--- src/hw/rtl/dsdp_pkg.sv ---
// dsdp_pkg: widths, constants and shared types of the delta-sigma DoP packer
// used by dsdp_lane, dsdp_merge and delta_sigma_dop_packer; no dependencies
package dsdp_pkg;

   localparam int ACC_BITS         = 32;
   localparam int INTEGRATOR_COUNT = 4;
   localparam int SAMPLE_BITS      = 24;
   localparam int FB_SHIFT         = 23;
   localparam int BYTE_BITS        = 8;
   localparam int REQ_DATA_BITS    = 2 * SAMPLE_BITS;
   localparam int RSP_DATA_BITS    = 6 * BYTE_BITS;
   // integrator sum before clamping: two accumulator terms and the feedback
   localparam int SUM_BITS         = ACC_BITS + 2;

   // feedback magnitude of 1.0 full scale in accumulator units
   localparam logic signed [ACC_BITS-1:0] FB_UNIT =
      {{(ACC_BITS-FB_SHIFT-1){1'b0}}, 1'b1, {FB_SHIFT{1'b0}}};
   localparam logic signed [ACC_BITS-1:0] ACC_MAX = {1'b0, {(ACC_BITS-1){1'b1}}};
   localparam logic signed [ACC_BITS-1:0] ACC_MIN = {1'b1, {(ACC_BITS-1){1'b0}}};

   localparam logic [BYTE_BITS-1:0] MARK_EVEN = 8'h05;
   localparam logic [BYTE_BITS-1:0] MARK_ODD  = 8'hFA;
   localparam logic [BYTE_BITS-1:0] BYTE_ONE  = 8'hFF;
   localparam logic [BYTE_BITS-1:0] BYTE_ZERO = 8'h00;

   typedef logic signed [ACC_BITS-1:0]    acc_type;
   typedef logic signed [SAMPLE_BITS-1:0] sample_type;

   // one finished frame as it waits in the output stage
   typedef struct packed {
      logic marker_odd;
      logic right_bit;
      logic left_bit;
   } frame_bits_type;

endpackage

--- src/hw/rtl/dsdp_lane.sv ---
// dsdp_lane: one channel of the modulator, a chain of saturating integrators
// and a one-bit quantizer with its feedback state; depends on dsdp_pkg
module dsdp_lane import dsdp_pkg::*; (
   input  logic       clock,
   input  logic       reset,
   input  logic       step,
   input  sample_type sample,
   output logic       bit_out
);

   acc_type acc_ff [INTEGRATOR_COUNT];
   acc_type acc_in [INTEGRATOR_COUNT];
   logic    fb_zero_ff;
   logic    fb_pos_ff;
   acc_type fbv;

   always_comb begin
      logic signed [SUM_BITS-1:0] sum;
      acc_type                    feed;
      if (fb_zero_ff) begin
         fbv = '0;
      end else if (fb_pos_ff) begin
         fbv = FB_UNIT;
      end else begin
         fbv = -FB_UNIT;
      end
      feed = ACC_BITS'(sample);
      for (int k = 0; k < INTEGRATOR_COUNT; k++) begin
         sum = SUM_BITS'(acc_ff[k]) + SUM_BITS'(feed) - SUM_BITS'(fbv);
         // top bits disagree with the sign: clamp to the accumulator range
         if (!sum[SUM_BITS-1] && (|sum[SUM_BITS-2:ACC_BITS-1])) begin
            acc_in[k] = ACC_MAX;
         end else if (sum[SUM_BITS-1] && !(&sum[SUM_BITS-2:ACC_BITS-1])) begin
            acc_in[k] = ACC_MIN;
         end else begin
            acc_in[k] = sum[ACC_BITS-1:0];
         end
         feed = acc_in[k];
      end
   end

   // a last integrator of exactly zero quantizes to +1
   assign bit_out = !acc_in[INTEGRATOR_COUNT-1][ACC_BITS-1];

   always_ff @(posedge clock) begin
      if (reset) begin
         for (int k = 0; k < INTEGRATOR_COUNT; k++) begin
            acc_ff[k] <= '0;
         end
         fb_zero_ff <= 1'b1;
         fb_pos_ff  <= 1'b0;
      end else if (step) begin
         for (int k = 0; k < INTEGRATOR_COUNT; k++) begin
            acc_ff[k] <= acc_in[k];
         end
         fb_zero_ff <= 1'b0;
         fb_pos_ff  <= bit_out;
      end
   end

   a_fb_set_after_step: assert property (@(posedge clock) disable iff (reset)
      step |=> !fb_zero_ff)
      else $error("feedback still zero after an item");

   a_fb_matches_last: assert property (@(posedge clock) disable iff (reset)
      !fb_zero_ff |-> fb_pos_ff == !acc_ff[INTEGRATOR_COUNT-1][ACC_BITS-1])
      else $error("feedback disagrees with last integrator sign");

endmodule

--- src/hw/rtl/dsdp_merge.sv ---
// dsdp_merge: joins the lane bits with the shared marker phase, holds results
// in an output register plus skid entry and builds the DoP bytes; uses dsdp_pkg
module dsdp_merge import dsdp_pkg::*; (
   input  logic                     clock,
   input  logic                     reset,
   input  logic                     push,
   input  logic                     left_bit,
   input  logic                     right_bit,
   output logic                     in_ready,
   output logic                     out_valid,
   input  logic                     out_ready,
   output logic [RSP_DATA_BITS-1:0] out_data
);

   logic           phase_ff,      phase_in;
   logic           main_valid_ff, main_valid_in;
   logic           skid_valid_ff, skid_valid_in;
   frame_bits_type main_ff,       main_in;
   frame_bits_type skid_ff,       skid_in;
   frame_bits_type fresh;
   logic           pop;
   logic [BYTE_BITS-1:0] mark, left_byte, right_byte;

   assign fresh     = '{marker_odd: phase_ff, right_bit: right_bit, left_bit: left_bit};
   assign in_ready  = !skid_valid_ff;
   assign out_valid = main_valid_ff;
   assign pop       = main_valid_ff && out_ready;

   always_comb begin
      phase_in      = push ? !phase_ff : phase_ff;
      main_valid_in = main_valid_ff;
      skid_valid_in = skid_valid_ff;
      main_in       = main_ff;
      skid_in       = skid_ff;
      if (!main_valid_ff || pop) begin
         if (skid_valid_ff) begin
            main_in       = skid_ff;
            skid_valid_in = 1'b0;
         end else begin
            main_in       = fresh;
            main_valid_in = push;
         end
      end else if (push) begin
         // head is stalled: park the new item in the skid entry
         skid_in       = fresh;
         skid_valid_in = 1'b1;
      end
   end

   always_ff @(posedge clock) begin
      if (reset) begin
         phase_ff      <= 1'b0;
         main_valid_ff <= 1'b0;
         skid_valid_ff <= 1'b0;
      end else begin
         phase_ff      <= phase_in;
         main_valid_ff <= main_valid_in;
         skid_valid_ff <= skid_valid_in;
      end
   end

   always_ff @(posedge clock) begin
      main_ff <= main_in;
      skid_ff <= skid_in;
   end

   assign mark       = main_ff.marker_odd ? MARK_ODD : MARK_EVEN;
   assign left_byte  = main_ff.left_bit  ? BYTE_ONE : BYTE_ZERO;
   assign right_byte = main_ff.right_bit ? BYTE_ONE : BYTE_ZERO;
   assign out_data   = {mark, right_byte, right_byte, mark, left_byte, left_byte};

   a_skid_needs_head: assert property (@(posedge clock) disable iff (reset)
      skid_valid_ff |-> main_valid_ff)
      else $error("skid entry held without a head entry");

   a_phase_toggles: assert property (@(posedge clock) disable iff (reset)
      push |=> phase_ff != $past(phase_ff))
      else $error("marker phase did not advance on an item");

   a_skid_drains: assert property (@(posedge clock) disable iff (reset)
      pop && skid_valid_ff |=> main_valid_ff && !skid_valid_ff)
      else $error("skid entry not moved to head after a take");

endmodule

--- src/hw/rtl/delta_sigma_dop_packer.sv ---
// delta_sigma_dop_packer: stereo fourth-order delta-sigma modulator with DoP
// framing; two dsdp_lane instances and one dsdp_merge; uses dsdp_pkg
//
//   channel | dir | ports                              | content
//   req     | in  | req_tvalid req_tready req_tdata    | one stereo PCM frame
//   rsp     | out | rsp_tvalid rsp_tready rsp_tdata    | one DoP word per channel
//
// one item per cycle while req_tready is high; each lane updates its integrator chain in the accept cycle
// each result is registered in the output register, or in the skid entry while the head is stalled
// a two-entry output stage (register plus skid) keeps req_tready high while one
// result waits; req_tready drops only when both entries are full
// synchronous active-high reset clears integrators, feedback and marker phase
module delta_sigma_dop_packer import dsdp_pkg::*; (
   input  logic                     clock,
   input  logic                     reset,
   input  logic                     req_tvalid,
   output logic                     req_tready,
   // [23:0] left_sample, [47:24] right_sample
   input  logic [REQ_DATA_BITS-1:0] req_tdata,
   output logic                     rsp_tvalid,
   input  logic                     rsp_tready,
   // [7:0] left_first_byte, [15:8] left_second_byte, [23:16] left_marker_byte,
   // [31:24] right_first_byte, [39:32] right_second_byte, [47:40] right_marker_byte
   output logic [RSP_DATA_BITS-1:0] rsp_tdata
);

   logic push;
   logic left_bit, right_bit;

   assign push = req_tvalid && req_tready;

   dsdp_lane u_left (
      .clock   (clock),
      .reset   (reset),
      .step    (push),
      .sample  (req_tdata[SAMPLE_BITS-1:0]),
      .bit_out (left_bit)
   );

   dsdp_lane u_right (
      .clock   (clock),
      .reset   (reset),
      .step    (push),
      .sample  (req_tdata[2*SAMPLE_BITS-1:SAMPLE_BITS]),
      .bit_out (right_bit)
   );

   dsdp_merge u_merge (
      .clock     (clock),
      .reset     (reset),
      .push      (push),
      .left_bit  (left_bit),
      .right_bit (right_bit),
      .in_ready  (req_tready),
      .out_valid (rsp_tvalid),
      .out_ready (rsp_tready),
      .out_data  (rsp_tdata)
   );

endmodule

--- config.mk ---
export PLATFORM = sky130hd
export DESIGN_NAME = delta_sigma_dop_packer
export DESIGN_NICKNAME = d
export VERILOG_FILES = /design/src/hw/rtl/dsdp_pkg.sv /design/src/hw/rtl/dsdp_lane.sv /design/src/hw/rtl/dsdp_merge.sv /design/src/hw/rtl/delta_sigma_dop_packer.sv
export SDC_FILE = /design/constraint.sdc
export NUM_CORES = 1
export LEC_CHECK = 0
export BUFFER_PORTS_ARGS = -buffer_cell sky130_fd_sc_hd__buf_2
export CAP_MARGIN = 15
export CELL_PAD_IN_SITES_DETAIL_PLACEMENT = 1
export CELL_PAD_IN_SITES_GLOBAL_PLACEMENT = 2
export CORE_MARGIN = 10
export CORE_UTILIZATION = 28
export CTS_BUF_LIST = sky130_fd_sc_hd__clkbuf_8
export CTS_CLUSTER_DIAMETER = 60
export DETAILED_ROUTE_END_ITERATION = 6
export GPL_TIMING_DRIVEN = 0
export PLACE_DENSITY = 0.69
export RECOVER_POWER = 100
export SLEW_MARGIN = 20
export SYNTH_ARGS = -nofsm -noshare
export SYNTH_HDL_FRONTEND = slang
export SYNTH_HIERARCHICAL = 1
export SYNTH_SLANG_ARGS = --single-unit
--- constraint.sdc ---
create_clock -name clock -period 39.4 [get_ports clock]
set_input_delay 1.97 -clock clock [delete_from_list [all_inputs] [get_ports clock]]
set_output_delay 1.97 -clock clock [all_outputs]
set_load 0.01 [all_outputs]
==> results of run 1 <==
[how the worst min path moves through the flow]
stage	start	to	slack, ns
CTS	u_merge/phase_ff	u_merge/skid_ff[2]	0.49
finish	u_merge/phase_ff	u_merge/skid_ff[2]	0.48
global route	u_merge/phase_ff	u_merge/skid_ff[2]	0.52
floorplan	u_merge/phase_ff	u_merge/skid_ff[2]	0.45
global placement	u_merge/phase_ff	u_merge/skid_ff[2]	0.47
detailed placement	u_merge/phase_ff	u_merge/skid_ff[2]	0.49
[per-stage QoR]
stage                     setup WS (ns)  area (um2)  hold slack [ns]  cells  utilization, %
final                             17.08       35300            0.484   5498            31.8
after global routing              14.87       35300            0.515   5498            31.8
after CTS                         18.17       35500            0.494   5497            32.0
after detailed placement          17.99       34000            0.491   5366            30.6
after global placement            17.72       33900            0.465   5360            30.5
after floorplan                   22.86       31500            0.447   3771               -
[worst max-delay path: cells and delay by family (launching register included)]
family	cells	cell delay, ns
compound gates	30	8.96
simple gates	16	4.88
buf+inv	13	4.02
fa+ha+maj	9	3.23
xor+xnor	1	0.47
flops	1	0.46
[per-layer routing]
layer	part of all wire, %	routed length, um	track usage (%)
met1	50	45500	19.2
met2	45	41600	23.4
met3	3.5	3240	2.12
met4	1.5	1420	3.53
met5	0	0	0
[cells by family after synthesis]
family          Yosys count  share of synthesized area (%)
xor+xnor                210                           5.84
buf+inv                 911                           11.7
mux                      10                          0.370
flops                   269                           25.4
fa+ha+maj               510                           22.0
compound gates         1071                           22.2
simple gates            790                           12.4
[Yosys cell counts (21+ instances only)]
library cell	count	area [um2]
edfxtp_1	262	7870
nor2_1	247	927
fa_1	72	1440
and3_1	34	213
o21a_1	59	443
nand4_1	34	213
inv_1	762	2860
o21ai_1	21	105
nand2b_1	52	325
nand2_1	169	634
ha_1	436	5460
o21bai_1	50	375
or3_1	26	163
a21o_1	131	983
nand3_1	50	250
xor2_1	88	771
a211oi_1	22	165
xnor2_1	122	1070
nor2b_1	31	194
and2_1	40	250
o22ai_1	55	344
o21ai_0	177	886
nor3_1	48	240
clkbuf_1	70	263
buf_4	47	353
a31oi_1	41	257
a21oi_1	317	1590
[cell type report]
type                    count  area [um2]
plain buffers             148         792
clock buffers              83        1140
diodes                      1        2.50
flip-flops and latches    269        8010
fillers                 13509       75800
multi-input cells        2591       19700
inverters                 763        2860
well taps                1488        1860
clock inverters            48         385
repair buffers            107         522
[sequential cells by signal, summed over array words and instances, names as in the netlist]
| register | count |
|---|---|
| u_merge/main_ff | 3 |
| u_merge/skid_valid_ff | 1 |
| u_left/acc_ff | 128 |
| u_left/fb_zero_ff | 1 |
| u_right/acc_ff | 128 |
| u_right/fb_pos_ff | 1 |
| u_right/fb_zero_ff | 1 |
| u_merge/skid_ff | 3 |
| u_merge/phase_ff | 1 |
| u_merge/out_valid | 1 |
| u_left/fb_pos_ff | 1 |
==> run_results.csv, run 1 <==
group,metric,value,unit
run_status,status,"complete, but fails checks",
run_status,failed_checks,"capacitance limit, slew limit",
worst_hold_path,min_delay_path_depth,0,
clocking,cts.path.max_buffers,3,
timing,maxSlewViolCount,263,
global_routing,grt_pass1_vias,27477,
setup_path,cp-start-kind,"flop",
clocking,clock_latency,0.68,ns
final_layout,layout_commonest_cell,"inv_1",
synth,synth-seq-area-share,25.4,%
synth,synth_edf_count,262,
detailed_routing,drt_pre_antenna_iters,6,
global_routing,grt_pass1_wl,147000,um
synth,synth_ff_type,"edfxtp_1",
detailed_routing,drcViolationCount,0,
clocking,ctsResizeCount,0,
clocking,ctsRootBufferMaster,"clkbuf_8",
timing,timing.setup.tns,0,ns
place,place.gp.congestion,0.815,
clocking,cts_hold_buf,0,
die,die_width,355,um
die,start_util,28.3,%
die,die_area,126000,um2
setup_path,critPathCaptureType,"flop",
global_routing,grt_antenna_before_repair,2,
timing,fmax,44.8,MHz
setup_path,rr_worst_depth,69,
synth,syn-cell-area,31500,um2
synth,avgSynthCellArea,8.35,um2
die,num_io_pins,102,
setup_path,slowest_stage,"nand2_1",
timing,min_period,22.32,ns
final_layout,drive_gt1_share,7.93,%
clocking,cts_buffers,71,
setup_path,r2r-start,"u_left/fb_zero_ff",
setup_path,crit_top_cell,"a21oi_1",
clocking,path_clk_slew,0.06,ns
setup_path,r2r_end,"u_left/acc_ff[3][28]",
setup_path,ff2ff_setup_slack,17.08,ns
timing,slew_headroom,-95.6,%
detailed_routing,wl_per_cell,16.7,um
detailed_routing,drt-initial-drc-count,997,
die,core.rowCount,122,
detailed_routing,vias_per_cell,4.77,
global_routing,overflow,0,
final_layout,final_cell_mix,"inv_1, ha_1, a21oi_1",
timing,setup_viol_count_final,0,
clocking,postCtsSetupBuffers,0,
setup_path,slowest_delay,1.07,ns
die,fp.coreArea,111000,um2
setup_path,crit_type,"flop to flop",
timing,period_share,56.7,%
detailed_routing,detail-route-antenna-nets,0,
synth,ys_ff_latch,269,
synth,ys_warn_count,6,
final_layout,nets,4511,
die,die_y,355,um
global_routing,grtUsageTotal,14.2,%
worst_hold_path,hold_class,"flop to flop",
timing,tightest_slew,2.93,ns
synth,synth-async-reset-ratio,0,%
place,dp_hpwl,73700,um
timing,rsz0062_at_grt,"false",
clocking,clkSinkCount,269,
synth,yosysUniqueCellTypes,107,
detailed_routing,totalWireLength,91800,um
timing,finalClockSkew,0.0451,ns
final_layout,syn_to_final_growth,12.1,%
clocking,htreeDepth,3,
setup_path,crit_arrival,22.70,ns
setup_path,crit_end,"u_left/acc_ff[3][28]",
timing,hold_viol,0,
synth,synth_nets,4331,
clocking,cts_tree,"done",
setup_path,crit_start,"u_left/fb_zero_ff",
setup_path,worstPathMaxFanout,23,
synth,netlist_instances,3771,
detailed_routing,num_vias,26250,
setup_path,timing.critical_path.required,39.78,ns
job,cap_violations,7,
place,io_buffers,101,
global_routing,grt_max_degree,47,
Power of run 1 is not shown: default switching activity piles up to over one toggle a cycle in this logic, so the estimate is an artifact.
==> inputs of run 2 (changes only) <==
--- a/config.mk
+++ b/config.mk
@@ -5,6 +5,7 @@
 export SDC_FILE = /design/constraint.sdc
 export NUM_CORES = 1
 export LEC_CHECK = 0
+export ABC_AREA = 1
 export BUFFER_PORTS_ARGS = -buffer_cell sky130_fd_sc_hd__buf_2
 export CAP_MARGIN = 15
 export CELL_PAD_IN_SITES_DETAIL_PLACEMENT = 1
@@ -15,7 +16,7 @@
 export CTS_CLUSTER_DIAMETER = 60
 export DETAILED_ROUTE_END_ITERATION = 6
 export GPL_TIMING_DRIVEN = 0
-export PLACE_DENSITY = 0.69
+export PLACE_DENSITY = 0.74
 export RECOVER_POWER = 100
 export SLEW_MARGIN = 20
 export SYNTH_ARGS = -nofsm -noshare
==> constraint.sdc (replaced) <==
create_clock -name clock -period 20.1 [get_ports clock]
set_input_delay 1.005 -clock clock [delete_from_list [all_inputs] [get_ports clock]]
set_output_delay 1.005 -clock clock [all_outputs]
set_load 0.01 [all_outputs]
==> run_results.csv, run 2 <==
group,metric,value,unit
setup_path,crit_start,"u_left/fb_zero_ff",
setup_path,critPathCaptureType,"flop",
final_layout,final_cell_mix,"inv_1, nand2_1, a21oi_1",
synth,netlist_instances,4079,
timing,whs,0.495,ns
global_routing,grt_antenna_before_repair,4,
place,place_area,33400,um2
synth,synth_most_common_cell,"inv_1",
synth,avgSynthCellArea,7.56,um2
final_layout,reg.largest.list,"u_left/acc_ff x128, u_right/acc_ff x128",
job,cap_violations,6,
timing,tightest_slew,2.98,ns
setup_path,r2r_end,"u_left/acc_ff[3][30]",
setup_path,crit_buf_inv,15,
clocking,cts_tree,"done",
timing,setup_viol_count_final,0,
timing,rsz0062_at_grt,"false",
synth,synth-async-reset-ratio,0,%
timing,maxSlewViolCount,243,
final_layout,syn_to_final_growth,10.9,%
setup_path,worst-path-stages,100,
setup_path,r2r-start,"u_left/fb_zero_ff",
setup_path,worstPathMaxFanout,22,
global_routing,grt_pass1_wl,144000,um
final_layout,drive_gt1_share,9.03,%
detailed_routing,drt-initial-drc-count,913,
timing,fmax,55.5,MHz
setup_path,ff2ff_setup_slack,2.08,ns
die,die_width,352,um
run_status,status,"complete, but fails checks",
die,start_util,28.3,%
timing,period_share,89.6,%
clocking,cts_hold_buf,0,
detailed_routing,detail-route-antenna-nets,0,
clocking,clock_latency,0.72,ns
clocking,clkSinkCount,269,
global_routing,grtUsageTotal,14.2,%
synth,ys_ff_latch,269,
setup_path,cp_top_family,"compound AO/OA/AOI/OAI gates",
die,die_y,352,um
synth,synth_nets,4639,
setup_path,slowest_stage,"dfxtp_1",
synth,syn-cell-area,30800,um2
setup_path,slowest_delay,0.59,ns
detailed_routing,drt_pre_antenna_iters,5,
synth,synthTopCellsByCount,"inv_1, nand2_1, a21oi_1, ha_1, nor2_1",
clocking,ctsResizeCount,0,
clocking,ctsRootBufferMaster,"clkbuf_8",
clocking,cts_buffers,58,
die,num_io_pins,102,
place,place.gp.congestion,0.814,
setup_path,crit_arrival,18.41,ns
synth,ys_top_cells_by_area,"edfxtp_1, ha_1, inv_1",
die,core.rowCount,121,
setup_path,cp-start-kind,"flop",
clocking,postCtsSetupBuffers,0,
timing,timing.setup.tns,0,ns
synth,synth_largest_area_cell,"edfxtp_1",
worst_hold_path,hold_start,"u_merge/phase_ff",
synth,synth_ff_type,"edfxtp_1",
detailed_routing,vias_per_cell,4.44,
detailed_routing,wl_per_cell,15.3,um
setup_path,rr_worst_depth,100,
place,dp_hpwl,72300,um
synth,yosysUniqueCellTypes,55,
clocking,path_clk_slew,0.06,ns
synth,synth_top_area_share,25.5,%
setup_path,timing.critical_path.required,20.49,ns
global_routing,overflow,0,
timing,hold_viol,0,
timing,finalClockSkew,0.0662,ns
timing,slew_headroom,-98.5,%
synth,synth_edf_count,262,
timing,min_period,18.02,ns
clocking,htreeDepth,2,
final_layout,layout_commonest_cell,"inv_1",
global_routing,grt_max_degree,48,
detailed_routing,totalWireLength,88100,um
setup_path,crit_type,"flop to flop",
final_layout,final_area,34200,um2
synth,ys_warn_count,6,
global_routing,grt_pass1_vias,27301,
place,io_buffers,101,
detailed_routing,num_vias,25593,
die,fp.coreArea,109000,um2
die,die_area,124000,um2
worst_hold_path,hold_class,"flop to flop",
setup_path,crit_end,"u_left/acc_ff[3][30]",
synth,synth-seq-area-share,26.0,%
run_status,failed_checks,"capacitance limit, slew limit",
detailed_routing,drcViolationCount,0,
final_layout,nets,4807,
clocking,cts.path.max_buffers,3,
setup_path,crit_top_cell,"nand2_1",
run 2: final cells by class:
type,instances,area [um2]
diodes,1,2.50
plain buffers,127,753
clock buffers,63,867
clock inverters,38,195
fillers,13563,75000
inverters,904,3390
multi-input cells,2779,18600
flip-flops and latches,269,8010
well taps,1476,1850
repair buffers,108,547
run 2: metal layers:
metal	GRT usage, %	part of all wire [%]	vias up	wire (um)
met5	0	0.0079	-	7
met4	2.83	1.7	2	1470
li1	-	-	13408	-
met2	23.7	45	214	39900
met1	19.5	50	11885	44200
met3	1.90	2.8	84	2480
run 2: kinds of logic (layout without fill, tap and decap cells):
group	Yosys count	after routing	share of synthesized area (%)
XOR/XNOR	222	222	6.30
buffers and inverters	1031	1240	13.6
flip-flops	269	269	26.0
other	0	1	0
adder cells (fa/ha/maj)	508	508	22.4
AO/OA/AOI/OAI	780	780	13.8
AND/OR/NAND/NOR	1269	1269	17.9
run 2: per-stage QoR:
| step | cells | utilization [%] | setup slack (ns) |
|---|---|---|---|
| floorplan | 4079 | - | 5.47 |
| global placement | 5656 | 30.4 | 0.451 |
| detailed placement | 5663 | 30.6 | 1.55 |
| CTS | 5764 | 31.5 | 1.80 |
| global route | 5765 | 31.3 | 0.125 |
| finish | 5765 | 31.3 | 2.08 |
run 2: worst reg2reg max path: cells and delay by family, from the launching register on:
family	cells	cell delay [ns]
AO/OA/AOI/OAI	37	6.67
XOR/XNOR	2	0.39
adder cells (fa/ha/maj)	8	2.64
buffers and inverters	15	3.37
flip-flops	1	0.59
AND/OR/NAND/NOR	38	4.10
run 2: worst min-delay path by stage:
| stage | cells past startpoint | to |
|---|---|---|
| after global placement | 2 | u_left/fb_pos_ff |
| after CTS | 0 | u_merge/skid_ff[2] |
| final | 0 | u_merge/skid_ff[2] |
| after global routing | 0 | u_merge/skid_ff[2] |
| after detailed placement | 0 | u_merge/skid_ff[2] |
| after floorplan | 0 | u_merge/skid_ff[2] |
Power of run 2 is left out for the same reason.
